`src/rtl/cmwc_pkg.sv`:
```
// ----------------------------------------------------------------------------
// cmwc_pkg
// Shared constants, opcodes and control types of the CMWC4096 generator.
// ----------------------------------------------------------------------------
package cmwc_pkg;

    localparam int TABLE_DEPTH_DEF = 4096;

    localparam int WORD_W  = 32;
    localparam int CARRY_W = 19;
    localparam int MULT_W  = 15;                     // 18782 fits in 15 bits
    localparam int PROD_W  = WORD_W + MULT_W + 1;    // product plus carry

    localparam logic [WORD_W-1:0]  GOLDEN_STEP = 32'h9e37_79b9;
    localparam logic [MULT_W-1:0]  MULTIPLIER  = 15'd18782;
    localparam logic [WORD_W-1:0]  BASE_WORD   = 32'hffff_fffe;
    localparam logic [CARRY_W-1:0] CARRY_RESET = 19'd362436;

    typedef enum logic {
        OP_NEXT = 1'b0,
        OP_SEED = 1'b1
    } t_opcode;

    // Commands from the controller to the datapath
    typedef struct packed {
        logic rd_start;     // advance index, read table entry
        logic mul;          // form product plus carry
        logic wb;           // finish word, write back, load output register
        logic seed_start;   // latch seed, restart fill counter
        logic seed_step;    // write one table entry of the fill
    } t_cmd;

    // Status from the datapath to the controller
    typedef struct packed {
        logic out_free;     // output register can take a word this cycle
        logic seed_last;    // fill writes the last table entry this cycle
    } t_status;

endpackage

```
`src/rtl/cmwc_ctrl.sv`:
```
// ----------------------------------------------------------------------------
// cmwc_ctrl
// Sequencer for next-word and seed items of the CMWC4096 generator.
// ----------------------------------------------------------------------------
module cmwc_ctrl (
    input  logic              i_clk,
    input  logic              i_rst_n,
    input  logic              i_in_valid,
    input  logic              i_opcode,
    output logic              o_in_ready,
    input  cmwc_pkg::t_status i_sts,
    output cmwc_pkg::t_cmd    o_cmd
);

    typedef enum logic [1:0] {
        S_IDLE,
        S_MUL,
        S_WB,
        S_SEED
    } t_state;

    t_state r_state;
    t_state n_state;
    logic   w_fire;

    always_comb begin
        o_in_ready       = (r_state == S_IDLE);
        w_fire           = o_in_ready & i_in_valid;
        o_cmd.rd_start   = w_fire & (cmwc_pkg::t_opcode'(i_opcode) == cmwc_pkg::OP_NEXT);
        o_cmd.seed_start = w_fire & (cmwc_pkg::t_opcode'(i_opcode) == cmwc_pkg::OP_SEED);
        o_cmd.mul        = (r_state == S_MUL);
        o_cmd.wb         = (r_state == S_WB) & i_sts.out_free;
        o_cmd.seed_step  = (r_state == S_SEED);

        n_state = r_state;
        case (r_state)
            S_IDLE: begin
                if (o_cmd.rd_start) begin
                    n_state = S_MUL;
                end else if (o_cmd.seed_start) begin
                    n_state = S_SEED;
                end
            end
            S_MUL:  n_state = S_WB;
            S_WB: begin
                // hold until the output register has room
                if (i_sts.out_free) begin
                    n_state = S_IDLE;
                end
            end
            S_SEED: begin
                if (i_sts.seed_last) begin
                    n_state = S_IDLE;
                end
            end
            default: n_state = S_IDLE;
        endcase
    end

    always_ff @(posedge i_clk) begin
        if (!i_rst_n) begin
            r_state <= S_IDLE;
        end else begin
            r_state <= n_state;
        end
    end

endmodule

```
`config.mk`:
```
export PLATFORM = sky130hd
export DESIGN_NAME = cmwc_ctrl
export DESIGN_NICKNAME = d
export VERILOG_FILES = /design/src/rtl/cmwc_pkg.sv /design/src/rtl/cmwc_ctrl.sv
export SDC_FILE = /design/constraint.sdc
export NUM_CORES = 1
export LEC_CHECK = 0
export BUFFER_PORTS_ARGS = -buffer_cell sky130_fd_sc_hd__buf_4
export CAP_MARGIN = 20
export CELL_PAD_IN_SITES_DETAIL_PLACEMENT = 0
export CELL_PAD_IN_SITES_GLOBAL_PLACEMENT = 1
export CORE_AREA = 2 2 39 41
export CTS_BUF_LIST = sky130_fd_sc_hd__clkbuf_4 sky130_fd_sc_hd__clkbuf_8
export CTS_CLUSTER_SIZE = 25
export DETAILED_ROUTE_END_ITERATION = 6
export DIE_AREA = 0 0 41 43
export PLACE_DENSITY = 0.37
export SLEW_MARGIN = 15
export SYNTH_ARGS = -nofsm -noshare
export SYNTH_HDL_FRONTEND = slang
export SYNTH_SLANG_ARGS = --single-unit
```
`constraint.sdc`:
```
create_clock -name i_clk -period 1.3 [get_ports i_clk]
set_input_delay 0.195 -clock i_clk [delete_from_list [all_inputs] [get_ports i_clk]]
set_output_delay 0.195 -clock i_clk [all_outputs]
set_load 0.05 [all_outputs]
```
Word-level counts from Yosys, hierarchy flattened

Index checks and enable logic that the tools add are counted.

Register bits: 2
Latch bits: 0
RAM bits: 0
Memory bits (read-only): 0
Bits of input ports: 6
Output and inout bits: 6
Memories kept: 0

$add $sub $neg: 0
Multiply operators: 0
Divide/modulo/power cells: 0
Order comparisons: 0
Eq/ne operators: 6
Shifts and indexed selects: 0
Mux-type cells: 5
Bitwise logic cells: 5
Reduce and logical (&&, ||, !) cells: 2

Operator list:

| operator                                                                 | count |
|---|---|
| 2-bit two-way mux                                                        | 4 |
| 2-bit case mux with 4 select lines                                       | 1 |
| 1-bit AND                                                                | 4 |
| 2-bit equality test (second input constant)                              | 2 |
| 2-bit inequality test (second input constant)                            | 2 |
| 3-bit by 1-bit inequality test with 1-bit output (second input constant) | 1 |
| 3-bit AND reduction                                                      | 1 |
| 2-bit by 1-bit equality test with 1-bit output (second input constant)   | 1 |
| 2-bit zero test                                                          | 1 |
| 1-bit NOT                                                                | 1 |

Depth between registers and ports, before layout

Gate-level depths: netlist of the first run.

Word-level depth: 6
Depth in mapped cells: 2
Gate-level depth less buffers: 2

Worst setup path after synthesis of the first run

Ideal clock, no wire load.

Kind: register to output
Start point: reg r_state[0]
End point: out o_cmd[1] (netlist bit)
Arrival time: 1.607 ns
Required time: 1.105 ns
Setup slack: -0.502 ns
Cell stages (with the launch flop): 3
Path buffers: 0
Cells stage by stage: dfxtp_1 nor2_1 and3_1

RTL lines:

| item                     | RTL line        | text |
|---|---|---|
| start: declaration       | cmwc_ctrl.sv:22 | `t_state r_state;` |
| start signal: assignment | cmwc_ctrl.sv:64 | `r_state <= n_state;` |
| end: declaration         | cmwc_ctrl.sv:12 | `output cmwc_pkg::t_cmd o_cmd` |

==> impl_metrics.ini, run 1 <==
[status]
outcome = finished, violations left
violations = setup timing

[timing]
rsz0062_at_grt = yes
setup_tns_ns = -0.08464
holdWs_ns = 0.2344
relSlewSlack = 0.9036
min_period_ns = 1.372
maxSlewViolCount = 0
period_share = 1.055
finClkSkew_ns = 0.0001154
setup-violations-final = 2
fmax_mhz = 728.8
tightestPinTransition_ns = 0.1458
layout_setup_ws_ns = -0.07214
hold_viol = 0

[finish]
drive_gt1_frac = 0.7273
regMostFlops = r_state
fill_cells = 161
layout.cells.non_filler = 49
reg_top3 = r_state: 2 flops
final_nets = 41
largest_register_ffs = 2
num_antenna_cells = 0
syn_to_final_growth_pct = 140.0

[power_and_ir_drop]
cellPowerDensity_mw_per_mm2 = 1104
p_clk_frac = 0.389
seq_power_share = 0.202
p_sw_frac = 0.3372
cell_internal_pwr_w = 0.0002307
p_leak_nw = 0.1513
comb_power_share = 0.410
ir_drop_mv = 0.3013
switchingPower_w = 0.0001174

[drt]
met3WireLength_um = 22
wl_per_cell_um = 8.918
highest_layer = met3
vias = 172
totalWireLength_um = 437
viasPerCell = 3.510
drtAntennaViolNets = 0
wl_met2_um = 249
drt_iter0_markers = 1
wl_met1_um = 166
drtPass1Iterations = 2
drc_errors = 0

[worst_hold_path]
min_path_cells = 2
hold_start = i_rst_n
hp-class = input port to flop

[clocking]
cts_max_level = 1
cts.clk_slew.worst_paths_ns = 0.03
cts_root_buffer = clkbuf_4
clockBufferDepth = 2
clk_latency_ns = 0.22
clock_sinks = 2
cts_buffers = 3
cts_tree = built
hold_buffers = 0

[critical_path]
slowest_delay_ns = 0.41
rr_startpoint = r_state[1]
startpoint_type = flop
cpMaxStageDelayCell = or3b_4
critical_path_arrival_ns = 1.18
crit_type = flop to primary output
crit_family = simple AND/OR/NAND/NOR gates
critPathBufInv = 1
ff2ff_path_depth = 3
critPathLaunch = r_state[0]
critPathMaxFanout = 2
crit_chain = or3b_4 -> nor2_4 -> buf_6
cp.required_ns = 1.11
cp.depth = 3
end_kind = primary output

[logic_synthesis]
netlist_area_um2 = 131.4
synth_top_family_by_area = simple AND/OR/NAND/NOR gates
synth_warnings = 0
synthMuxAreaShare = 0
syn_area_per_cell_um2 = 8.211
async_flop_share = 0
syn_nets = 22
ys_top_cells_by_area = dfxtp_1 30%, nor2_1 8.6%, o311a_1 7.6%
synth.most_common_cell = nor2_1
ys_seq_area_frac = 0.3048
ys.flop_type = dfxtp_1
synth_top_area_share = 0.3048
synth_fa_ha_area_frac = 0
synth-compound-area-share = 0.1333
syn_inst = 16
synth_top_cell_by_area = dfxtp_1
synth.distinct_cells = 13
yosys.area_share.simple = 0.5619
synth_edf_count = 0
synth_xor_area_frac = 0
synthTopCellsByCount = 3 x nor2_1, 2 x dfxtp_1
ys_ff_latch = 2

[job]
max_cap_viol_count = 0

[placement]
post-place-cells = 45
portBuffers = 11
dpl.hpwl_um = 349.2
place.gp.congestion = 0.5810

[floorplanning]
die_w_um = 41
initial_core_util = 0.09494
core_mm2 = 0.001384
io_pins = 12
rows = 14
die_area_mm2 = 0.001763
die_height_um = 43

[grt]
grt_max_degree = 9
grt_pass1_vias = 183
grt_pass1_wl_um = 717
antenna_found_initial = 0
grt_overflow_total = 0
grtUsageTotal = 0.06507
-- per-layer routing --
metal	track usage	vias up
met4	0.08000	0
met5	0	-
li1	-	91
met2	0.1000	6
met3	0.01571	0
met1	0.05732	75
-- timing repair --
action | in CTS | in global routing
buffers inserted | 0 | 1
gates resized for setup | 4 | 1
pin swaps | 0 | 0
setup endpoints to repair | 3 | 3
-- layout by cell type, fill, tap and decap left out --
| cell type | instances |
|---|---|
| buf_4 | 10 |
| buf_6 | 4 |
| clkbuf_4 | 3 |
| nor2_4 | 2 |
| dfxtp_1 | 2 |
| or3b_4 | 1 |
| and2b_2 | 1 |
| and2_2 | 1 |
| and3_2 | 1 |
| nand2_1 | 1 |
| nor2_2 | 1 |
| and3b_1 | 1 |
| nor2b_1 | 1 |
| nand3_1 | 1 |
| o311a_1 | 1 |
| nand3b_1 | 1 |
| a21boi_1 | 1 |
-- metrics by stage --
step                      utilization  setup WS, ns  total power, W  area (µm²)
after floorplan                     -       0.02028       0.0001527       150.1
after global placement         0.1935        0.1116       0.0002004       267.8
after detailed placement       0.1935       0.09885       0.0002007       267.8
after CTS                      0.2197      -0.08846       0.0003567       304.0
after global routing           0.2278      -0.09197       0.0003660       315.3
final                          0.2278      -0.07214       0.0003481       315.3
-- path summary, 6_finish.rpt --
path,to,slack (ns)
hold / removal,r_state[1],0.23
hold reg to reg,r_state[0],0.57
setup reg to reg,r_state[1],0.22
setup / recovery,o_cmd[4],-0.07
-- power by group through the flow --
stage / sequential (W) / clock, W / combinational, W
floorplan: 0.0000778 / 0 / 0.0000749
global placement: 0.0000700 / 0 / 0.000130
detailed placement: 0.0000702 / 0 / 0.000131
CTS: 0.0000702 / 0.000148 / 0.000139
global route: 0.0000704 / 0.000144 / 0.000152
finish: 0.0000702 / 0.000135 / 0.000143
-- cells by family (layout without fill, tap and decap cells) --
logic type | after synthesis | count (layout)
AO/OA/AOI/OAI | 2 | 2
AND/OR/NAND/NOR | 12 | 12
flip-flops | 2 | 2
buffers and inverters | 0 | 17
-- final cells by class --
| class | instances | area [µm²] | area share |
|---|---|---|---|
| Timing Repair Buffer | 14 | 120.1 | 0.3810 |
| Multi-Input combinational cell | 14 | 112.6 | 0.3571 |
| Sequential cell | 2 | 40.04 | 0.1270 |
| Clock buffer | 3 | 22.52 | 0.07143 |
| Tap cell | 16 | 20.02 | 0.06349 |
No activity file was read; power rests on OpenSTA's default activity.
==> inputs of run 2 (changes only) <==
- RECOVER_POWER: default -> 100
==> run 2 against run 1 <==
The run still ends with setup timing left. Die area unchanged. Global-route usage did not move. Critical path depth did not move. Fmax about the same. Largest cell class unchanged. Non-clock buffer count unchanged. Final cell count did not move.
==> impl_metrics.ini, run 2 (synthesis gave the netlist of run 1 again) <==
[power_and_ir_drop]
cellPowerDensity_mw_per_mm2 = 1112
switchingPower_w = 0.0001168
total_power_w = 0.0003436
p_clk_frac = 0.394
cell_internal_pwr_w = 0.0002268
seq_power_share = 0.203
comb_power_share = 0.404
p_leak_nw = 0.1495
ir_drop_mv = 0.2940
p_sw_frac = 0.3400

[critical_path]
cpMaxStageDelayCell = or3b_4
crit_chain = or3b_4 -> nor2_4 -> buf_6
slowest_delay_ns = 0.41
crit_type = flop to primary output
startpoint_type = flop
end_kind = primary output
cp.required_ns = 1.11
critPathMaxFanout = 2
rrSetupSlack_ns = 0.15
critical_path_arrival_ns = 1.18
ff2ff_path_depth = 3
r2r_end = r_state[1]
rr_startpoint = r_state[1]

[finish]
drive_gt1_frac = 0.7273
reg_top3 = r_state: 2 flops
final_common_cell = buf_4
regMostFlops = r_state
final_cell_mix = 9 x buf_4, 4 x clkbuf_4, 3 x buf_6
syn_to_final_growth_pct = 135.2
largest_register_ffs = 2
final_nets = 41
num_antenna_cells = 0

[drt]
drt_iter0_markers = 1
drc_errors = 0
drtPass1Iterations = 2
vias = 172
wl_per_cell_um = 8.959
totalWireLength_um = 439
drtAntennaViolNets = 0
viasPerCell = 3.510

[timing]
fmax_mhz = 728.8
holdWs_ns = 0.2347
setup-violations-final = 3
finClkSkew_ns = 0.0001154
rsz0062_at_grt = yes
min_period_ns = 1.372
layout_setup_ws_ns = -0.07212
period_share = 1.055
hold_viol = 0
maxSlewViolCount = 0
tightestPinTransition_ns = 0.1580
relSlewSlack = 0.8947

[clocking]
cts_tree = built
cts_root_buffer = clkbuf_4
clockBufferDepth = 2
clock_sinks = 2
cts_buffers = 3
hold_buffers = 0
cts_max_level = 1
cts.clk_slew.worst_paths_ns = 0.03
clk_latency_ns = 0.22

[grt]
antenna_found_initial = 0
grt_max_degree = 9
grt_overflow_total = 0
grtUsageTotal = 0.06507
grt_pass1_wl_um = 717
grt_pass1_vias = 183

[status]
violations = setup timing
outcome = finished, violations left

[placement]
portBuffers = 11
place.gp.congestion = 0.5810
pre_cts_slack_ns = 0.09885
dpl.hpwl_um = 349.2

[worst_hold_path]
hp-class = input port to flop
min_path_cells = 2
min_to = r_state[1]
hold_start = i_rst_n

[floorplanning]
initial_core_util = 0.09494
die_area_mm2 = 0.001763
core_mm2 = 0.001384
io_pins = 12
die_height_um = 43
rows = 14
die_w_um = 41

[job]
max_cap_viol_count = 0
## run 2: changes by cell type in the layout (fill, tap and decap cells not counted)
cell      delta
buf_4        -1
clkbuf_4     +1
clkbuf_2     +1
buf_6        -1
## run 2: critical path, delay by kind of cell (launching register included)
kind	cells	cell delay (ns)
simple gates	2	0.50
flops	1	0.30
buf+inv	1	0.16
## run 2: worst max path at each step
stage          startpoint        to  depth (start not counted)
2_1_floorplan  r_state[0]  o_cmd[4]                          2
3_3_place_gp   r_state[0]  o_cmd[4]                          3
4_1_cts        r_state[0]  o_cmd[4]                          3
3_5_place_dp   r_state[0]  o_cmd[4]                          3
5_1_grt        r_state[0]  o_cmd[4]                          3
6_report       r_state[0]  o_cmd[4]                          3
## run 2: layer usage
metal	global-route usage	vias up	share of wire
met4	0.08000	0	0
met1	0.05732	75	0.38
met5	0	-	0
met3	0.01571	0	0.050
li1	-	91	-
met2	0.1000	6	0.56
## run 2: power by group through the flow
| stage | logic (W) | registers, W | clock network [W] |
|---|---|---|---|
| floorplan | 0.0000749 | 0.0000778 | 0 |
| global placement | 0.000130 | 0.0000700 | 0 |
| detailed placement | 0.000131 | 0.0000702 | 0 |
| CTS | 0.000139 | 0.0000702 | 0.000148 |
| global route | 0.000148 | 0.0000698 | 0.000144 |
| finish | 0.000139 | 0.0000696 | 0.000135 |
## run 2: repair_timing
| item | 4_1_cts | 5_1_grt |
|---|---|---|
| resized for setup | 4 | 1 |
| setup buffers | 0 | 1 |
| endpoints found under the setup margin | 3 | 3 |
## run 2: cell type report
type                    instances  area (µm²)
well taps                      16       20.02
repair buffers                 14       113.9
fillers                       163        1075
multi-input cells              14       112.6
clock buffers                   3       22.52
flip-flops and latches          2       40.04
## run 2: stage by stage
stage | TNS [ns] | cell area [µm²] | util | cells
global route | -0.3428 | 309.0 | 0.2233 | 49
CTS | -0.1168 | 304.0 | 0.2197 | 48
global placement | 0 | 267.8 | 0.1935 | 45
detailed placement | 0 | 267.8 | 0.1935 | 45
floorplan | 0 | 150.1 | - | 16
finish | -0.1100 | 309.0 | 0.2233 | 49
==> inputs of run 3 (changes only) <==
- SETUP_SLACK_MARGIN: default -> 0.3
==> run 3 against run 2 <==
The flow still finishes with violations (setup timing). Cell area increased by 29%. Flip-flop and latch count unchanged. Die area is the same. Routed wire length up 12%. Clock skew grew 0.0056 ns. Critical path depth unchanged. Final cell count rose by 6.1%. Largest power group unchanged.
==> impl_metrics.ini, run 3 (synthesis gave the netlist of run 1 again) <==
[finish]
regMostFlops = r_state
final_core_utilization = 0.2875
final_nets = 44
largest_register_ffs = 2
final_cell_mix = 7 x buf_4, 7 x buf_6, 3 x nor2_4, 3 x clkbuf_4, 3 x buf_8
fin_area_um2 = 397.9
drive_gt1_frac = 0.8889
num_antenna_cells = 0
syn_to_final_growth_pct = 202.9
reg_top3 = r_state: 2 flops

[timing]
hold_viol = 0
maxSlewViolCount = 0
tightestPinTransition_ns = 0.1079
finClkSkew_ns = 0.005718
fmax_mhz = 719.9
setup-violations-final = 2
period_share = 1.069
relSlewSlack = 0.9281
min_period_ns = 1.389
layout_setup_ws_ns = -0.08907
rsz0062_at_grt = yes

[power_and_ir_drop]
comb_power_share = 0.465
p_clk_frac = 0.354
seq_power_share = 0.182
ir_drop_mv = 0.3223
cellPowerDensity_mw_per_mm2 = 988.7
p_leak_nw = 0.1861
switchingPower_w = 0.0001331
p_sw_frac = 0.3384
cell_internal_pwr_w = 0.0002603

[placement]
portBuffers = 11
dpl.hpwl_um = 338.1
place.gp.congestion = 0.5767
place_area_um2 = 272.8

[critical_path]
startpoint_type = flop
ff2ff_path_depth = 5
crit_type = flop to primary output
rr_startpoint = r_state[1]
crit_end = o_cmd[4]
critPathLaunch = r_state[0]
cp.required_ns = 1.11
critPathMaxFanout = 2
critical_path_arrival_ns = 1.19
r2r_end = r_state[1]
rrSetupSlack_ns = 0.14
end_kind = primary output

[grt]
grt_max_degree = 8
grtUsageTotal = 0.06406
grt_pass1_wl_um = 724
grt_overflow_total = 0
grt_pass1_vias = 199
antenna_found_initial = 0

[clocking]
cts_max_level = 1
clk_latency_ns = 0.23
clockBufferDepth = 2
clock_sinks = 2
cts_buffers = 3
cts.clk_slew.worst_paths_ns = 0.03
cts_root_buffer = clkbuf_4
cts_tree = built

[status]
violations = setup timing
outcome = finished, violations left

[floorplanning]
die_area_mm2 = 0.001763
initial_core_util = 0.09494
die_height_um = 43
core_mm2 = 0.001384
rows = 14
io_pins = 12
die_w_um = 41

[worst_hold_path]
hold_start = i_rst_n
hp-class = input port to flop

[drt]
totalWireLength_um = 491
vias = 198
drtPass1Iterations = 2
drt_iter0_markers = 1
viasPerCell = 3.808
wl_per_cell_um = 9.442
drc_errors = 0
drtAntennaViolNets = 0

[job]
max_cap_viol_count = 0
run 3: cell count changes in the layout (fill, tap and decap cells not counted), moves of 2 or more:
cell	change
dfxtp_2	+2
buf_4	-2
dfxtp_1	-2
buf_6	+4
buf_8	+3
run 3: area by class of cell:
class | count | area, µm²
repair buffers | 17 | 176.4
flip-flops and latches | 2 | 42.54
multi-input cells | 14 | 136.4
well taps | 16 | 20.02
clock buffers | 3 | 22.52
fillers | 160 | 985.9
run 3: critical path, stage by stage (launching register included):
cell     delay (ns)
dfxtp_2        0.31
or3b_4         0.40
nor2_4         0.09
buf_6          0.16
run 3: how the worst min path moves through the flow:
stage / cells past startpoint / to / slack, ns
2_1_floorplan: 1 / r_state[1] / 0.32
3_3_place_gp: 2 / r_state[1] / 0.46
3_5_place_dp: 2 / r_state[1] / 0.45
4_1_cts: 2 / r_state[1] / 0.22
5_1_grt: 2 / r_state[0] / 0.21
6_report: 2 / r_state[0] / 0.22
run 3: power groups by stage:
stage / registers (W) / logic (W) / clock network [W]
2_1_floorplan: 0.0000793 / 0.0000781 / 0
3_5_place_dp: 0.0000724 / 0.000133 / 0
6_report: 0.0000716 / 0.000183 / 0.000139
3_3_place_gp: 0.0000715 / 0.000133 / 0
4_1_cts: 0.0000717 / 0.000161 / 0.000148
5_1_grt: 0.0000719 / 0.000192 / 0.000159
run 3: through the flow:
stage	TNS (ns)	total power (W)	worst slack, ns	instances	hold WS (ns)
floorplan	0	0.0001574	0.05920	16	0.3188
global placement	0	0.0002049	0.1022	45	0.4577
detailed placement	0	0.0002054	0.08820	45	0.4501
CTS	-0.1681	0.0003807	-0.1052	50	0.2188
global route	-0.2355	0.0004230	-0.1361	52	0.2122
finish	-0.1424	0.0003934	-0.08907	52	0.2188
run 3: metal layers:
metal	global-route usage	share of wire	up-vias
met1	0.05096	0.35	96
met5	0	0	-
li1	-	-	98
met2	0.1125	0.62	4
met4	0.04000	0	0
met3	0.03141	0.033	0
run 3: timing repair:
item,4_1_cts,5_1_grt
setup buffers,2,2
gates resized for setup,11,8
endpoints found under the hold margin,0,0
hold buffers,0,0
setup endpoints to repair,7,8
pin swaps,3,1
